===== config.mk =====
export PLATFORM = sky130hd
export DESIGN_NAME = debounced_pair_reporter
export DESIGN_NICKNAME = d
export VERILOG_FILES = /design/src/design/dpr_pkg.sv /design/src/design/debounced_pair_reporter.sv /design/src/design/dpr_plan_queue.sv /design/src/design/dpr_tick_front.sv /design/src/design/dpr_report_seq.sv
export SDC_FILE = /design/constraint.sdc
export NUM_CORES = 1
export LEC_CHECK = 0
export ABC_AREA = 1
export CORE_MARGIN = 5
export CORE_UTILIZATION = 65
export CTS_BUF_LIST = sky130_fd_sc_hd__clkbuf_8 sky130_fd_sc_hd__clkbuf_16
export DETAILED_ROUTE_END_ITERATION = 12
export DONT_BUFFER_PORTS = 1
export PLACE_DENSITY_LB_ADDON = 0.2
export REMOVE_ABC_BUFFERS = 1
export SLEW_MARGIN = 20
export SYNTH_ARGS = -nofsm -noshare
export SYNTH_HDL_FRONTEND = slang
export SYNTH_SLANG_ARGS = --single-unit

===== constraint.sdc =====
create_clock -name clk -period 8.7 [get_ports clk]
set_input_delay 0.87 -clock clk [delete_from_list [all_inputs] [get_ports clk]]
set_output_delay 0.87 -clock clk [all_outputs]
set_load 0.01 [all_outputs]

===== src/design/dpr_pkg.sv =====
// dpr_pkg: shared types, codes and helpers of the debounced pair reporter.
// No dependencies.
package dpr_pkg;

    localparam int SENSOR_COUNT = 2;
    localparam int QUEUE_DEPTH  = 2;

    localparam int CFG_INDEX_W = 3;
    localparam int CFG_DATA_W  = 32;

    localparam logic [CFG_INDEX_W-1:0] CFG_DEBOUNCE  = 3'd0;
    localparam logic [CFG_INDEX_W-1:0] CFG_BURST_CNT = 3'd1;
    localparam logic [CFG_INDEX_W-1:0] CFG_BURST_GAP = 3'd2;
    localparam logic [CFG_INDEX_W-1:0] CFG_HEARTBEAT = 3'd3;
    localparam logic [CFG_INDEX_W-1:0] CFG_STUCK     = 3'd4;
    localparam logic [CFG_INDEX_W-1:0] CFG_SETTLE    = 3'd5;

    localparam logic [1:0] CODE_BOTH_PRESENT = 2'd0;
    localparam logic [1:0] CODE_ONE_MISSING  = 2'd1;
    localparam logic [1:0] CODE_BOTH_MISSING = 2'd2;

    localparam logic KIND_REPORT = 1'b0;
    localparam logic KIND_RESET  = 1'b1;

    typedef struct packed {
        logic [15:0] debounce_ticks;
        logic [7:0]  burst_count;
        logic [15:0] burst_gap_ticks;
        logic [31:0] heartbeat_ticks;
        logic [31:0] stuck_ticks;
        logic [31:0] settle_ticks;
    } cfg_t;

    // What one tick asks the back end to send.
    typedef struct packed {
        logic        ping;
        logic        rpt;
        logic        rst;
        logic        stable_a;
        logic        stable_b;
        logic [1:0]  code;
        logic        settling;
        logic [31:0] uptime;
    } plan_t;

    typedef struct packed {
        logic        kind;
        logic [15:0] seq_number;
        logic        stable_a;
        logic        stable_b;
        logic [1:0]  combined_state;
        logic        boot_flag;
        logic        pong_flag;
        logic        settling_flag;
        logic [31:0] uptime;
        logic        last;
    } result_t;

    function automatic logic [1:0] combine(input logic [SENSOR_COUNT-1:0] lvl);
        logic [1:0] c;
        if (&lvl)
            c = CODE_BOTH_PRESENT;
        else if (|lvl)
            c = CODE_ONE_MISSING;
        else
            c = CODE_BOTH_MISSING;
        return c;
    endfunction

endpackage


===== src/design/debounced_pair_reporter.sv =====
// debounced_pair_reporter: top level, configuration registers and channel glue.
// Depends on dpr_pkg, dpr_tick_front, dpr_plan_queue, dpr_report_seq.
//
// Usage:
//   Input side is a queue write: drive the six tick fields with push high; the
//   tick is taken on a rising edge where full is low. One tick per cycle can
//   be taken while the plan queue has room.
//   Result side is a queue read: while empty is low the oldest result item sits
//   on the result ports; pop high at a rising edge takes it.
//   Each tick yields zero to three items (pong report, burst or heartbeat
//   report, reset request); the final one of a tick carries last.
//   A tick's first item passes the plan queue, the back end's plan register
//   and the output register. The back end loads a plan, then sends one item
//   per cycle while the output register is free; that plan load plus per-item
//   emission sets the sustained rate, and a new plan loads only after the last
//   item of the current one. A tick that causes no item is dropped at its load.
//   When the receiver stalls the output register holds, the back end stops,
//   the two-entry plan queue fills and then full rises; nothing is dropped.
//   Reset clears all control state: uptime 0, boot flag pending, sequence 0,
//   registers at their defaults. Configuration is written with cfg_write,
//   cfg_index and cfg_data while the block is idle; unknown indexes are ignored.
module debounced_pair_reporter
    import dpr_pkg::*;
(
    input  logic                   clk,
    input  logic                   rst_n,
    input  logic                   cfg_write,
    input  logic [CFG_INDEX_W-1:0] cfg_index,
    input  logic [CFG_DATA_W-1:0]  cfg_data,
    input  logic                   push,
    output logic                   full,
    input  logic                   raw_sensor_a,
    input  logic                   raw_sensor_b,
    input  logic                   ping_request,
    input  logic                   reboot_request,
    input  logic                   send_done,
    input  logic                   send_ok,
    output logic                   empty,
    input  logic                   pop,
    output logic                   kind,
    output logic [15:0]            seq_number,
    output logic                   stable_a,
    output logic                   stable_b,
    output logic [1:0]             combined_state,
    output logic                   boot_flag,
    output logic                   pong_flag,
    output logic                   settling_flag,
    output logic [31:0]            uptime,
    output logic                   last
);

    cfg_t    cfg_reg;
    plan_t   front_plan, queue_plan;
    logic    accept, q_not_empty, q_rd;
    result_t res;

    // Configuration registers, masked to their widths.
    always_ff @(posedge clk or negedge rst_n)
    begin
        if (!rst_n)
        begin
            cfg_reg.debounce_ticks  <= 16'd500;
            cfg_reg.burst_count     <= 8'd3;
            cfg_reg.burst_gap_ticks <= 16'd50;
            cfg_reg.heartbeat_ticks <= 32'd1000;
            cfg_reg.stuck_ticks     <= 32'd30000;
            cfg_reg.settle_ticks    <= 32'd3000;
        end
        else if (cfg_write)
        begin
            case (cfg_index)
                CFG_DEBOUNCE:  cfg_reg.debounce_ticks  <= cfg_data[15:0];
                CFG_BURST_CNT: cfg_reg.burst_count     <= cfg_data[7:0];
                CFG_BURST_GAP: cfg_reg.burst_gap_ticks <= cfg_data[15:0];
                CFG_HEARTBEAT: cfg_reg.heartbeat_ticks <= cfg_data;
                CFG_STUCK:     cfg_reg.stuck_ticks     <= cfg_data;
                CFG_SETTLE:    cfg_reg.settle_ticks    <= cfg_data;
                default:       ;
            endcase
        end
    end

    assign accept = push && !full;

    dpr_tick_front u_front (
        .clk            (clk),
        .rst_n          (rst_n),
        .accept         (accept),
        .raw_sensor_a   (raw_sensor_a),
        .raw_sensor_b   (raw_sensor_b),
        .ping_request   (ping_request),
        .reboot_request (reboot_request),
        .send_done      (send_done),
        .send_ok        (send_ok),
        .cfg            (cfg_reg),
        .plan           (front_plan)
    );

    dpr_plan_queue u_queue (
        .clk       (clk),
        .rst_n     (rst_n),
        .wr        (accept),
        .wr_data   (front_plan),
        .rd        (q_rd),
        .rd_data   (queue_plan),
        .full      (full),
        .not_empty (q_not_empty)
    );

    dpr_report_seq u_back (
        .clk        (clk),
        .rst_n      (rst_n),
        .plan_valid (q_not_empty),
        .plan       (queue_plan),
        .plan_pop   (q_rd),
        .result     (res),
        .empty      (empty),
        .pop        (pop)
    );

    assign kind           = res.kind;
    assign seq_number     = res.seq_number;
    assign stable_a       = res.stable_a;
    assign stable_b       = res.stable_b;
    assign combined_state = res.combined_state;
    assign boot_flag      = res.boot_flag;
    assign pong_flag      = res.pong_flag;
    assign settling_flag  = res.settling_flag;
    assign uptime         = res.uptime;
    assign last           = res.last;

    a_reset_item_clean: assert property (@(posedge clk) disable iff (!rst_n)
        (!empty && kind == KIND_RESET) |->
            (seq_number == 16'd0 && uptime == 32'd0 && !boot_flag && !pong_flag))
        else $error("reset request carries report fields");

endmodule


===== src/design/dpr_plan_queue.sv =====
// dpr_plan_queue: small register queue of tick plans between front and back.
// Depends on dpr_pkg.
module dpr_plan_queue
    import dpr_pkg::*;
(
    input  logic  clk,
    input  logic  rst_n,
    input  logic  wr,
    input  plan_t wr_data,
    input  logic  rd,
    output plan_t rd_data,
    output logic  full,
    output logic  not_empty
);

    localparam int PTR_W = (QUEUE_DEPTH > 1) ? $clog2(QUEUE_DEPTH) : 1;
    localparam int CNT_W = $clog2(QUEUE_DEPTH + 1);

    plan_t            mem_reg [QUEUE_DEPTH];
    logic [PTR_W-1:0] wr_ptr_reg, wr_ptr_next;
    logic [PTR_W-1:0] rd_ptr_reg, rd_ptr_next;
    logic [CNT_W-1:0] count_reg, count_next;

    assign full      = (count_reg == CNT_W'(QUEUE_DEPTH));
    assign not_empty = (count_reg != '0);
    assign rd_data   = mem_reg[rd_ptr_reg];

    always_comb
    begin
        wr_ptr_next = wr_ptr_reg;
        rd_ptr_next = rd_ptr_reg;
        count_next  = count_reg;
        if (wr)
        begin
            wr_ptr_next = (wr_ptr_reg == PTR_W'(QUEUE_DEPTH - 1)) ? '0 : wr_ptr_reg + 1'b1;
        end
        if (rd)
        begin
            rd_ptr_next = (rd_ptr_reg == PTR_W'(QUEUE_DEPTH - 1)) ? '0 : rd_ptr_reg + 1'b1;
        end
        if (wr && !rd)
            count_next = count_reg + 1'b1;
        else if (rd && !wr)
            count_next = count_reg - 1'b1;
    end

    always_ff @(posedge clk or negedge rst_n)
    begin
        if (!rst_n)
        begin
            wr_ptr_reg <= '0;
            rd_ptr_reg <= '0;
            count_reg  <= '0;
        end
        else
        begin
            wr_ptr_reg <= wr_ptr_next;
            rd_ptr_reg <= rd_ptr_next;
            count_reg  <= count_next;
        end
    end

    always_ff @(posedge clk)
    begin
        if (wr)
            mem_reg[wr_ptr_reg] <= wr_data;
    end

    a_no_overflow: assert property (@(posedge clk) disable iff (!rst_n)
        full |-> !wr)
        else $error("plan queue written while full");

    a_no_underflow: assert property (@(posedge clk) disable iff (!rst_n)
        !not_empty |-> !rd)
        else $error("plan queue read while empty");

endmodule


===== src/design/dpr_tick_front.sv =====
// dpr_tick_front: per-tick debounce, state classification and report scheduling.
// Depends on dpr_pkg; produces one plan per accepted tick.
module dpr_tick_front
    import dpr_pkg::*;
(
    input  logic  clk,
    input  logic  rst_n,
    input  logic  accept,
    input  logic  raw_sensor_a,
    input  logic  raw_sensor_b,
    input  logic  ping_request,
    input  logic  reboot_request,
    input  logic  send_done,
    input  logic  send_ok,
    input  cfg_t  cfg,
    output plan_t plan
);

    logic [31:0]             tick_reg, tick_next;
    logic [SENSOR_COUNT-1:0] latch_reg, latch_next;
    logic [SENSOR_COUNT-1:0] stable_reg, stable_next;
    logic [31:0]             ctime_reg [SENSOR_COUNT];
    logic [31:0]             ctime_next [SENSOR_COUNT];
    logic [1:0]              book_reg, book_next;
    logic                    started_reg;
    logic [7:0]              rem_reg, rem_next;
    logic [31:0]             nbt_reg, nbt_next;
    logic [31:0]             lrt_reg, lrt_next;
    logic [31:0]             lok_reg, lok_next;
    logic                    ever_ok_reg, ever_ok_next;

    logic [SENSOR_COUNT-1:0] raw;
    logic                    ok, sched, burst_due, hb_due, stuck_due;
    logic [7:0]              rem_eff;
    logic [31:0]             nbt_diff, lrt_diff, lok_diff, age;

    assign raw = {raw_sensor_b, raw_sensor_a};
    assign ok  = send_done && send_ok;

    always_comb
    begin
        latch_next  = latch_reg;
        stable_next = stable_reg;
        ctime_next  = ctime_reg;
        book_next   = book_reg;
        sched       = 1'b0;
        age         = '0;
        if (!started_reg)
        begin
            latch_next  = raw;
            stable_next = raw;
            for (int i = 0; i < SENSOR_COUNT; i++)
                ctime_next[i] = tick_reg;
            book_next = combine(raw);
            sched     = 1'b1;
        end
        else
        begin
            for (int i = 0; i < SENSOR_COUNT; i++)
            begin
                if (raw[i] != latch_reg[i])
                begin
                    latch_next[i] = raw[i];
                    ctime_next[i] = tick_reg;
                end
                age = tick_reg - ctime_next[i];
                if (age >= {16'd0, cfg.debounce_ticks})
                    stable_next[i] = latch_next[i];
            end
            if (combine(stable_next) != book_reg)
            begin
                book_next = combine(stable_next);
                sched     = 1'b1;
            end
        end
    end

    // A fresh schedule has next burst time = now, so it is due at once unless the burst count is zero.
    always_comb
    begin
        rem_eff   = sched ? cfg.burst_count : rem_reg;
        nbt_diff  = tick_reg - nbt_reg;
        lrt_diff  = tick_reg - lrt_reg;
        burst_due = sched ? (cfg.burst_count != '0) : ((rem_reg != '0) && !nbt_diff[31]);
        hb_due    = !burst_due &&
                    (ping_request ? (cfg.heartbeat_ticks == '0)
                                  : (lrt_diff >= cfg.heartbeat_ticks));
        rem_next  = rem_eff;
        nbt_next  = sched ? tick_reg : nbt_reg;
        if (!reboot_request && burst_due)
        begin
            rem_next = rem_eff - 1'b1;
            nbt_next = tick_reg + {16'd0, cfg.burst_gap_ticks};
        end
        lrt_next = (!reboot_request && (ping_request || burst_due || hb_due)) ?
                   tick_reg : lrt_reg;

        ever_ok_next = ever_ok_reg || ok;
        lok_next     = ok ? tick_reg : lok_reg;
        lok_diff     = tick_reg - lok_next;
        stuck_due    = ever_ok_next && (lok_diff >= cfg.stuck_ticks);
        tick_next    = tick_reg + 1'b1;
    end

    always_comb
    begin
        plan.ping     = !reboot_request && ping_request;
        plan.rpt      = !reboot_request && (burst_due || hb_due);
        plan.rst      = reboot_request || stuck_due;
        plan.stable_a = stable_next[0];
        plan.stable_b = stable_next[1];
        plan.code     = book_next;
        plan.settling = (tick_reg < cfg.settle_ticks);
        plan.uptime   = tick_reg;
    end

    always_ff @(posedge clk or negedge rst_n)
    begin
        if (!rst_n)
        begin
            tick_reg    <= '0;
            latch_reg   <= '0;
            stable_reg  <= '0;
            for (int i = 0; i < SENSOR_COUNT; i++)
                ctime_reg[i] <= '0;
            book_reg    <= CODE_BOTH_MISSING;
            started_reg <= 1'b0;
            rem_reg     <= '0;
            nbt_reg     <= '0;
            lrt_reg     <= '0;
            lok_reg     <= '0;
            ever_ok_reg <= 1'b0;
        end
        else if (accept)
        begin
            tick_reg    <= tick_next;
            latch_reg   <= latch_next;
            stable_reg  <= stable_next;
            ctime_reg   <= ctime_next;
            book_reg    <= book_next;
            started_reg <= 1'b1;
            rem_reg     <= rem_next;
            nbt_reg     <= nbt_next;
            lrt_reg     <= lrt_next;
            lok_reg     <= lok_next;
            ever_ok_reg <= ever_ok_next;
        end
    end

    a_book_tracks_levels: assert property (@(posedge clk) disable iff (!rst_n)
        started_reg |-> (book_reg == combine(stable_reg)))
        else $error("booked state differs from stable levels");

endmodule


===== src/design/dpr_report_seq.sv =====
// dpr_report_seq: expands tick plans into result items, owns sequence and boot flag.
// Depends on dpr_pkg; feeds the single-entry output register.
module dpr_report_seq
    import dpr_pkg::*;
(
    input  logic    clk,
    input  logic    rst_n,
    input  logic    plan_valid,
    input  plan_t   plan,
    output logic    plan_pop,
    output result_t result,
    output logic    empty,
    input  logic    pop
);

    plan_t      cur_reg, cur_next;
    logic [2:0] pend_reg, pend_next;   // {reset, report, ping}
    logic       cur_valid_reg, cur_valid_next;
    result_t    out_reg, out_next;
    logic       out_valid_reg, out_valid_next;
    logic [15:0] seq_reg, seq_next;
    logic       boot_reg, boot_next;

    logic       out_free, load, emit, emit_last;
    logic [2:0] pend_after;
    result_t    item;

    assign out_free = !out_valid_reg || pop;
    assign load     = !cur_valid_reg && plan_valid;
    assign plan_pop = load;
    assign emit     = cur_valid_reg && out_free;
    assign empty    = !out_valid_reg;
    assign result   = out_reg;

    always_comb
    begin
        item       = '0;
        pend_after = pend_reg;
        seq_next   = seq_reg;
        boot_next  = boot_reg;
        if (pend_reg[0] || pend_reg[1])
        begin
            if (pend_reg[0])
                pend_after[0] = 1'b0;
            else
                pend_after[1] = 1'b0;
            item.kind           = KIND_REPORT;
            item.seq_number     = seq_reg + 1'b1;
            item.stable_a       = cur_reg.stable_a;
            item.stable_b       = cur_reg.stable_b;
            item.combined_state = cur_reg.code;
            item.boot_flag      = boot_reg;
            item.pong_flag      = pend_reg[0];
            item.settling_flag  = cur_reg.settling;
            item.uptime         = cur_reg.uptime;
            if (emit)
            begin
                seq_next  = seq_reg + 1'b1;
                boot_next = 1'b0;
            end
        end
        else
        begin
            pend_after[2] = 1'b0;
            item.kind     = KIND_RESET;
        end
        emit_last = (pend_after == '0);
        item.last = emit_last;
    end

    always_comb
    begin
        cur_next       = cur_reg;
        pend_next      = pend_reg;
        cur_valid_next = cur_valid_reg;
        if (load)
        begin
            cur_next       = plan;
            pend_next      = {plan.rst, plan.rpt, plan.ping};
            cur_valid_next = plan.rst || plan.rpt || plan.ping;
        end
        else if (emit)
        begin
            pend_next      = pend_after;
            cur_valid_next = !emit_last;
        end
        out_next       = emit ? item : out_reg;
        out_valid_next = emit ? 1'b1 : (pop ? 1'b0 : out_valid_reg);
    end

    always_ff @(posedge clk or negedge rst_n)
    begin
        if (!rst_n)
        begin
            pend_reg      <= '0;
            cur_valid_reg <= 1'b0;
            out_valid_reg <= 1'b0;
            seq_reg       <= '0;
            boot_reg      <= 1'b1;
        end
        else
        begin
            pend_reg      <= pend_next;
            cur_valid_reg <= cur_valid_next;
            out_valid_reg <= out_valid_next;
            seq_reg       <= seq_next;
            boot_reg      <= boot_next;
        end
    end

    always_ff @(posedge clk)
    begin
        cur_reg <= cur_next;
        out_reg <= out_next;
    end

    a_pending_nonzero: assert property (@(posedge clk) disable iff (!rst_n)
        cur_valid_reg |-> (pend_reg != '0))
        else $error("active plan with nothing left to send");

    a_last_retires: assert property (@(posedge clk) disable iff (!rst_n)
        (emit && emit_last) |=> !cur_valid_reg)
        else $error("plan still active after its last item");

    a_seq_step: assert property (@(posedge clk) disable iff (!rst_n)
        (emit && item.kind == KIND_REPORT) |=> (seq_reg == $past(seq_reg) + 16'd1))
        else $error("sequence number did not advance by one");

endmodule


==> results of run 1 <==
==> cells in the final DEF (no fill, tap or decap), types with 6 or more instances in the layout <==
master,count
a21boi_0,13
a21oi_1,267
a22oi_1,63
a31oi_1,20
buf_4,53
bufinv_16,6
clkbuf_16,59
clkbuf_8,7
clkinv_2,8
dfrtp_1,337
dfstp_2,33
edfxtp_1,174
ha_1,285
inv_1,648
inv_2,6
nand2_1,1241
nand3_1,170
nand3b_1,8
nand4_1,46
nor2_1,297
nor3_1,58
nor4_1,10
o211ai_1,34
o21a_1,10
o21ai_0,391
o21ai_1,52
o21bai_1,6
o31ai_1,6
or2_2,44
xnor2_1,41
xor2_1,129
==> power by group <==
part / switching, mW / internal, mW / total (mW)
Sequential: 0.504 / 3.58 / 4.09
Clock: 1.09 / 1.48 / 2.57
Combinational: 5.12 / 2.69 / 7.81
==> metrics by stage <==
step	power (mW)	hold slack, ns	setup WS (ns)	setup TNS, ns	cells
global placement	11.5	0.442	1.06	0	5188
detailed placement	11.7	0.444	0.898	0	5188
floorplan	9.70	0.433	-1.68	-186.42	4439
CTS	14.4	0.0447	1.29	0	5294
global route	15.7	0.0536	0.456	0	5296
finish	14.5	0.0770	1.12	0	5297
==> critical path: cells and delay by family, from the launching register on <==
family | cells | cell delay (ns)
DFF | 1 | 0.36
xor gates and xnor gates | 2 | 0.35
adders and majority gates | 4 | 1.60
AOI/OAI and AO/OA | 6 | 1.16
and+or+nand+nor | 25 | 2.75
buffers and inverters | 5 | 1.22
==> cell type report <==
cell class	instances	area [sq um]	area share [%]
multi-input cells	3244	17900	46.8
flip-flops and latches	544	14500	38.0
diodes	1	2.50	0.00655
well taps	696	871	2.28
clock buffers	66	1570	4.12
repair buffers	56	480	1.26
clock inverters	39	433	1.13
inverters	651	2440	6.40
==> cells by family after synthesis <==
| logic type | synth area share [%] |
|---|---|
| flops | 41.1 |
| fa+ha+maj | 10.3 |
| buf+inv | 8.67 |
| xor+xnor | 4.21 |
| compound gates | 13.8 |
| simple gates | 21.9 |
==> layer usage <==
layer | wire (microns) | global-route usage [%] | up-vias
li1 | - | - | 15000
met1 | 42600 | 46.4 | 14500
met2 | 47300 | 55.1 | 1327
met3 | 8610 | 5.43 | 301
met4 | 6960 | 19.0 | 0
met5 | 0 | 0 | -
==> what timing repair did <==
item	in CTS	in global routing
hold buffers	1	0
buffers inserted	0	0
hold endpoints to repair	337	0
setup endpoints to repair	0	0
==> path summary, 6_finish.rpt <==
check / cells past startpoint / end / start
max in group asynchronous: 3 / u_front.ctime_reg[54]$_DFFE_PN0P_ / rst_n
min in group clk: 2 / u_back.out_valid_reg$_DFFE_PN0P_ / pop
min reg2reg: 2 / u_back.boot_reg$_DFFE_PN1P_ / u_back.boot_reg$_DFFE_PN1P_
max: 42 / u_front.nbt_reg[26]$_DFFE_PN0P_ / u_front.latch_reg[1]$_DFFE_PN0P_
max reg2reg: 42 / u_front.nbt_reg[26]$_DFFE_PN0P_ / u_front.latch_reg[1]$_DFFE_PN0P_
min: 0 / cfg_reg[69]$_DFFE_PN1P_ / rst_n
==> impl_metrics.env, run 1 <==
export IMPL_status="finished, final reports clean"
export IMPL_seq_area_frac_synth_pct=41.1
export IMPL_final_nets=4889
export IMPL_cp_slowest_cell="ha_2"
export IMPL_cts_root_buffer="clkbuf_16"
export IMPL_critPathKind="flop to flop"
export IMPL_grt_max_degree=338
export IMPL_clk_latency_ns=0.65
export IMPL_clock_sinks=544
export IMPL_drt_pre_antenna_iters=6
export IMPL_yosysUniqueCellTypes=53
export IMPL_syn_area_per_cell_sq_um=7.72
export IMPL_synth_area_sq_um=35400
export IMPL_p_leak_nw=19.1
export IMPL_ys_warn_count=0
export IMPL_tritoncts="built"
export IMPL_start_util_pct=65.6
export IMPL_viasPerCell=5.88
export IMPL_yosys_register_bits=544
export IMPL_core_rowCount=85
export IMPL_hp_class="input pin to async pin"
export IMPL_worst_slew_pin_slew_ns=1.09
export IMPL_finalSetupViolCount=0
export IMPL_maxCapViolations=0
export IMPL_drive_gt1_share_pct=5.63
export IMPL_dieArea_sq_um=59200
export IMPL_peakVddDrop_mv=0.226
export IMPL_rrSetupSlack_ns=1.12
export IMPL_critPathArrivalTime_ns=8.13
export IMPL_max_freq_mhz=132
export IMPL_synth_common_cells="nand2_1 (1,244), inv_1 (642), o21ai_0 (391)"
export IMPL_cts_clk_slew_worst_paths_ns=0.07
export IMPL_dpl_cell_area_sq_um=36100
export IMPL_worstSetupEndpointType="flop"
export IMPL_ant_nets=0
export IMPL_io_pins=105
export IMPL_syn_inst=4579
export IMPL_overflow=0
export IMPL_grt_usage_pct=34.8
export IMPL_cp_required_ns=9.25
export IMPL_cts_max_level=2
export IMPL_fin_crit_sh_pct=87.1
export IMPL_finalHoldViolations=0
export IMPL_relSlewSlack_pct=27.1
export IMPL_yosys_area_top_type="dfrtp_1"
export IMPL_core_sq_um=53900
export IMPL_port_buffer_count=0
export IMPL_fin_skew_ns=0.0454
export IMPL_largest_register_ffs=136
export IMPL_gp_congestion=1.03
export IMPL_drc=0
export IMPL_routedWlPerCell_microns=19.9
export IMPL_critical_path_most_common_cell="nand2_1"
export IMPL_synth_edf_count=174
export IMPL_fin_area_sq_um=38200
export IMPL_die_w_microns=243
export IMPL_area_growth_pct=7.97
export IMPL_yosysTopAreaCellShare_pct=23.8
export IMPL_yosys_cell_count_top_type="nand2_1"
export IMPL_fin_util_pct=70.8
export IMPL_drt_first_iter_violations=2908
export IMPL_antenna_found_initial=2
export IMPL_slowest_delay_ns=0.80
export IMPL_cts_made_buffers=56
export IMPL_post_cts_resized=0
export IMPL_clock_path_buffers=3
export IMPL_period_needed_ns=7.58
export IMPL_nFillCells=4469
export IMPL_cp_max_fo=42
export IMPL_synthFlopType="dfrtp_1"
export IMPL_drv_slew=0
export IMPL_grt_pass1_vias=29300
export IMPL_synth_area_leaders="dfrtp_1 (24%), edfxtp_1 (15%), nand2_1 (13%), ha_1 (10%), inv_1 (6.8%)"
export IMPL_pwr_density_cell_nw_per_um2=379
export IMPL_async_flop_share_pct=68.0
export IMPL_wl_microns=105000
export IMPL_fp_dieH_microns=243
export IMPL_dpl_hpwl_microns=77700
export IMPL_rsz0062_at_grt="false"
export IMPL_vias=31100
export IMPL_grt_pass1_wl_microns=163000
export IMPL_start_kind="flop"
Power figures use the tool's default switching activity.
==> run 2: changes to the inputs <==
--- a/config.mk
+++ b/config.mk
@@ -6,11 +6,11 @@
 export NUM_CORES = 1
 export LEC_CHECK = 0
 export ABC_AREA = 1
+export BUFFER_PORTS_ARGS = -buffer_cell sky130_fd_sc_hd__buf_2
 export CORE_MARGIN = 5
-export CORE_UTILIZATION = 65
+export CORE_UTILIZATION = 64
 export CTS_BUF_LIST = sky130_fd_sc_hd__clkbuf_8 sky130_fd_sc_hd__clkbuf_16
 export DETAILED_ROUTE_END_ITERATION = 12
-export DONT_BUFFER_PORTS = 1
 export PLACE_DENSITY_LB_ADDON = 0.2
 export REMOVE_ABC_BUFFERS = 1
 export SLEW_MARGIN = 20
==> run 2 against run 1 <==
Effect of this change: clock power hardly changed; clock-buffer cell count is 5 lower; final cell count is 2.1% higher; sequential power is 2% lower; largest power group unchanged; worst hold slack better by 0.14 ns; non-clock buffer count is 104 higher; critical path depth is 1 lower; core utilization is 0.40 points lower; global-route usage is 0.86 points lower; routed wire length is 2.3% lower.
==> impl_metrics.env, run 2 (same netlist as run 1, synthesis figures left out) <==
export IMPL_status="finished, final reports clean"
export IMPL_cp_required_ns=9.22
export IMPL_grt_pass1_vias=29500
export IMPL_max_freq_mhz=129
export IMPL_cts_hold_buf=0
export IMPL_period_needed_ns=7.75
export IMPL_hp_class="input pin to async pin"
export IMPL_viasPerCell=5.75
export IMPL_pwr_density_cell_nw_per_um2=375
export IMPL_peakVddDrop_mv=0.215
export IMPL_fp_dieH_microns=245
export IMPL_rsz0062_at_grt="false"
export IMPL_cts_setup_buffers=0
export IMPL_critPathLaunch="u_front.latch_reg[1]$_DFFE_PN0P_"
export IMPL_finalSetupViolCount=0
export IMPL_start_util_pct=64.5
export IMPL_grt_pass1_wl_microns=161000
export IMPL_nFillCells=4451
export IMPL_tritoncts="built"
export IMPL_fin_crit_sh_pct=89.1
export IMPL_critical_path_most_common_cell="nand2_1"
export IMPL_final_common_cell="nand2_1"
export IMPL_vias=31100
export IMPL_cp_slowest_cell="ha_2"
export IMPL_crit_end="u_front.nbt_reg[28]$_DFFE_PN0P_"
export IMPL_gp_congestion=1.02
export IMPL_wl_microns=103000
export IMPL_drt_first_iter_violations=2965
export IMPL_timing_rr_start="u_front.latch_reg[1]$_DFFE_PN0P_"
export IMPL_cp_max_fo=42
export IMPL_drive_gt1_share_pct=7.59
export IMPL_fin_util_pct=70.4
export IMPL_clk_latency_ns=0.66
export IMPL_drt_pre_antenna_iters=6
export IMPL_fin_area_sq_um=38600
export IMPL_dpl_hpwl_microns=77800
export IMPL_relSlewSlack_pct=33.0
export IMPL_worst_slew_pin_slew_ns=0.999
export IMPL_slowest_delay_ns=0.79
export IMPL_die_w_microns=245
export IMPL_grt_max_degree=109
export IMPL_worstSetupEndpointType="flop"
export IMPL_timing_rr_end="u_front.nbt_reg[28]$_DFFE_PN0P_"
export IMPL_drc=0
export IMPL_cts_made_buffers=56
export IMPL_grt_usage_pct=33.9
export IMPL_multi_input_area_sq_um=17900
export IMPL_register_area_sq_um=14500
export IMPL_rrSetupSlack_ns=0.95
export IMPL_r2r_cells=41
export IMPL_cts_root_buffer="clkbuf_16"
export IMPL_start_kind="flop"
export IMPL_routedWlPerCell_microns=19.1
export IMPL_port_buffer_count=104
export IMPL_layout_setup_ws_ns=0.947
export IMPL_overflow=0
export IMPL_core_sq_um=54900
export IMPL_cts_max_level=2
export IMPL_post_cts_resized=0
export IMPL_insertedDiodeCount=0
export IMPL_maxCapViolations=0
export IMPL_clock_sinks=544
export IMPL_drv_slew=0
export IMPL_area_growth_pct=9.26
export IMPL_fin_skew_ns=0.0444
export IMPL_io_pins=105
export IMPL_p_leak_nw=19.5
export IMPL_largest_register_ffs=136
export IMPL_final_cell_mix="nand2_1 (1,241), inv_1 (655), o21ai_0 (391), dfrtp_1 (337), nor2_1 (297)"
export IMPL_critPathKind="flop to flop"
export IMPL_final_nets=4993
export IMPL_ant_nets=0
export IMPL_clock_path_buffers=3
export IMPL_core_rowCount=86
export IMPL_place_ws_ns=0.543
export IMPL_cts_clk_slew_worst_paths_ns=0.07
export IMPL_finalHoldViolations=0
export IMPL_dieArea_sq_um=60100
export IMPL_critPathArrivalTime_ns=8.27
export IMPL_antenna_found_initial=2
export IMPL_dpl_cell_area_sq_um=36600
[run 2: per-stage QoR]
step	total power [mW]	cells	TNS (ns)	hold slack (ns)
after floorplan	9.70	4439	-186.42	0.433
after global placement	11.6	5303	0	0.443
after detailed placement	11.8	5303	0	0.448
after CTS	14.4	5408	0	0.268
after global routing	15.8	5408	0	0.307
final	14.5	5408	0	0.220
[run 2: worst min-delay path by stage]
stage / startpoint / endpoint / cells after the start
floorplan: u_back.boot_reg$_DFFE_PN1P_ / u_back.boot_reg$_DFFE_PN1P_ / 2
global placement: u_back.boot_reg$_DFFE_PN1P_ / u_back.boot_reg$_DFFE_PN1P_ / 2
detailed placement: u_back.boot_reg$_DFFE_PN1P_ / u_back.boot_reg$_DFFE_PN1P_ / 2
CTS: rst_n / cfg_reg[81]$_DFFE_PN0P_ / 1
global route: rst_n / cfg_reg[81]$_DFFE_PN0P_ / 1
finish: rst_n / cfg_reg[81]$_DFFE_PN0P_ / 1
[run 2: area by class of cell]
cell class / instances / area share [%]
Sequential cell: 544 / 37.6
Clock buffer: 61 / 3.80
Tap cell: 704 / 2.28
Inverter: 651 / 6.32
Timing Repair Buffer: 160 / 2.46
Multi-Input combinational cell: 3244 / 46.2
Clock inverter: 44 / 1.30
[run 2: per-layer routing]
| metal | up-vias | wire length (microns) | GRT usage (%) |
|---|---|---|---|
| li1 | 15200 | - | - |
| met1 | 14300 | 41400 | 44.7 |
| met2 | 1285 | 46400 | 54.2 |
| met3 | 303 | 8200 | 4.87 |
| met4 | 0 | 6950 | 19.3 |
| met5 | - | 0 | 0 |
[run 2: critical path, delay by kind of cell, from the launching register on]
family	cells	cell delay, ns
flip-flops	1	0.36
XOR/XNOR	2	0.38
AO/OA/AOI/OAI	6	1.22
buffers and inverters	5	1.20
adder cells (fa/ha/maj)	4	1.59
AND/OR/NAND/NOR	24	2.87
[run 2: power breakdown]
group          total [mW]  internal [mW]  switching [mW]  leakage (nW)
sequential           3.99           3.57           0.415          5.96
combinational        7.97           2.78            5.20          12.5
clock                2.55           1.47            1.08          1.01
total                14.5           7.82            6.69          19.5
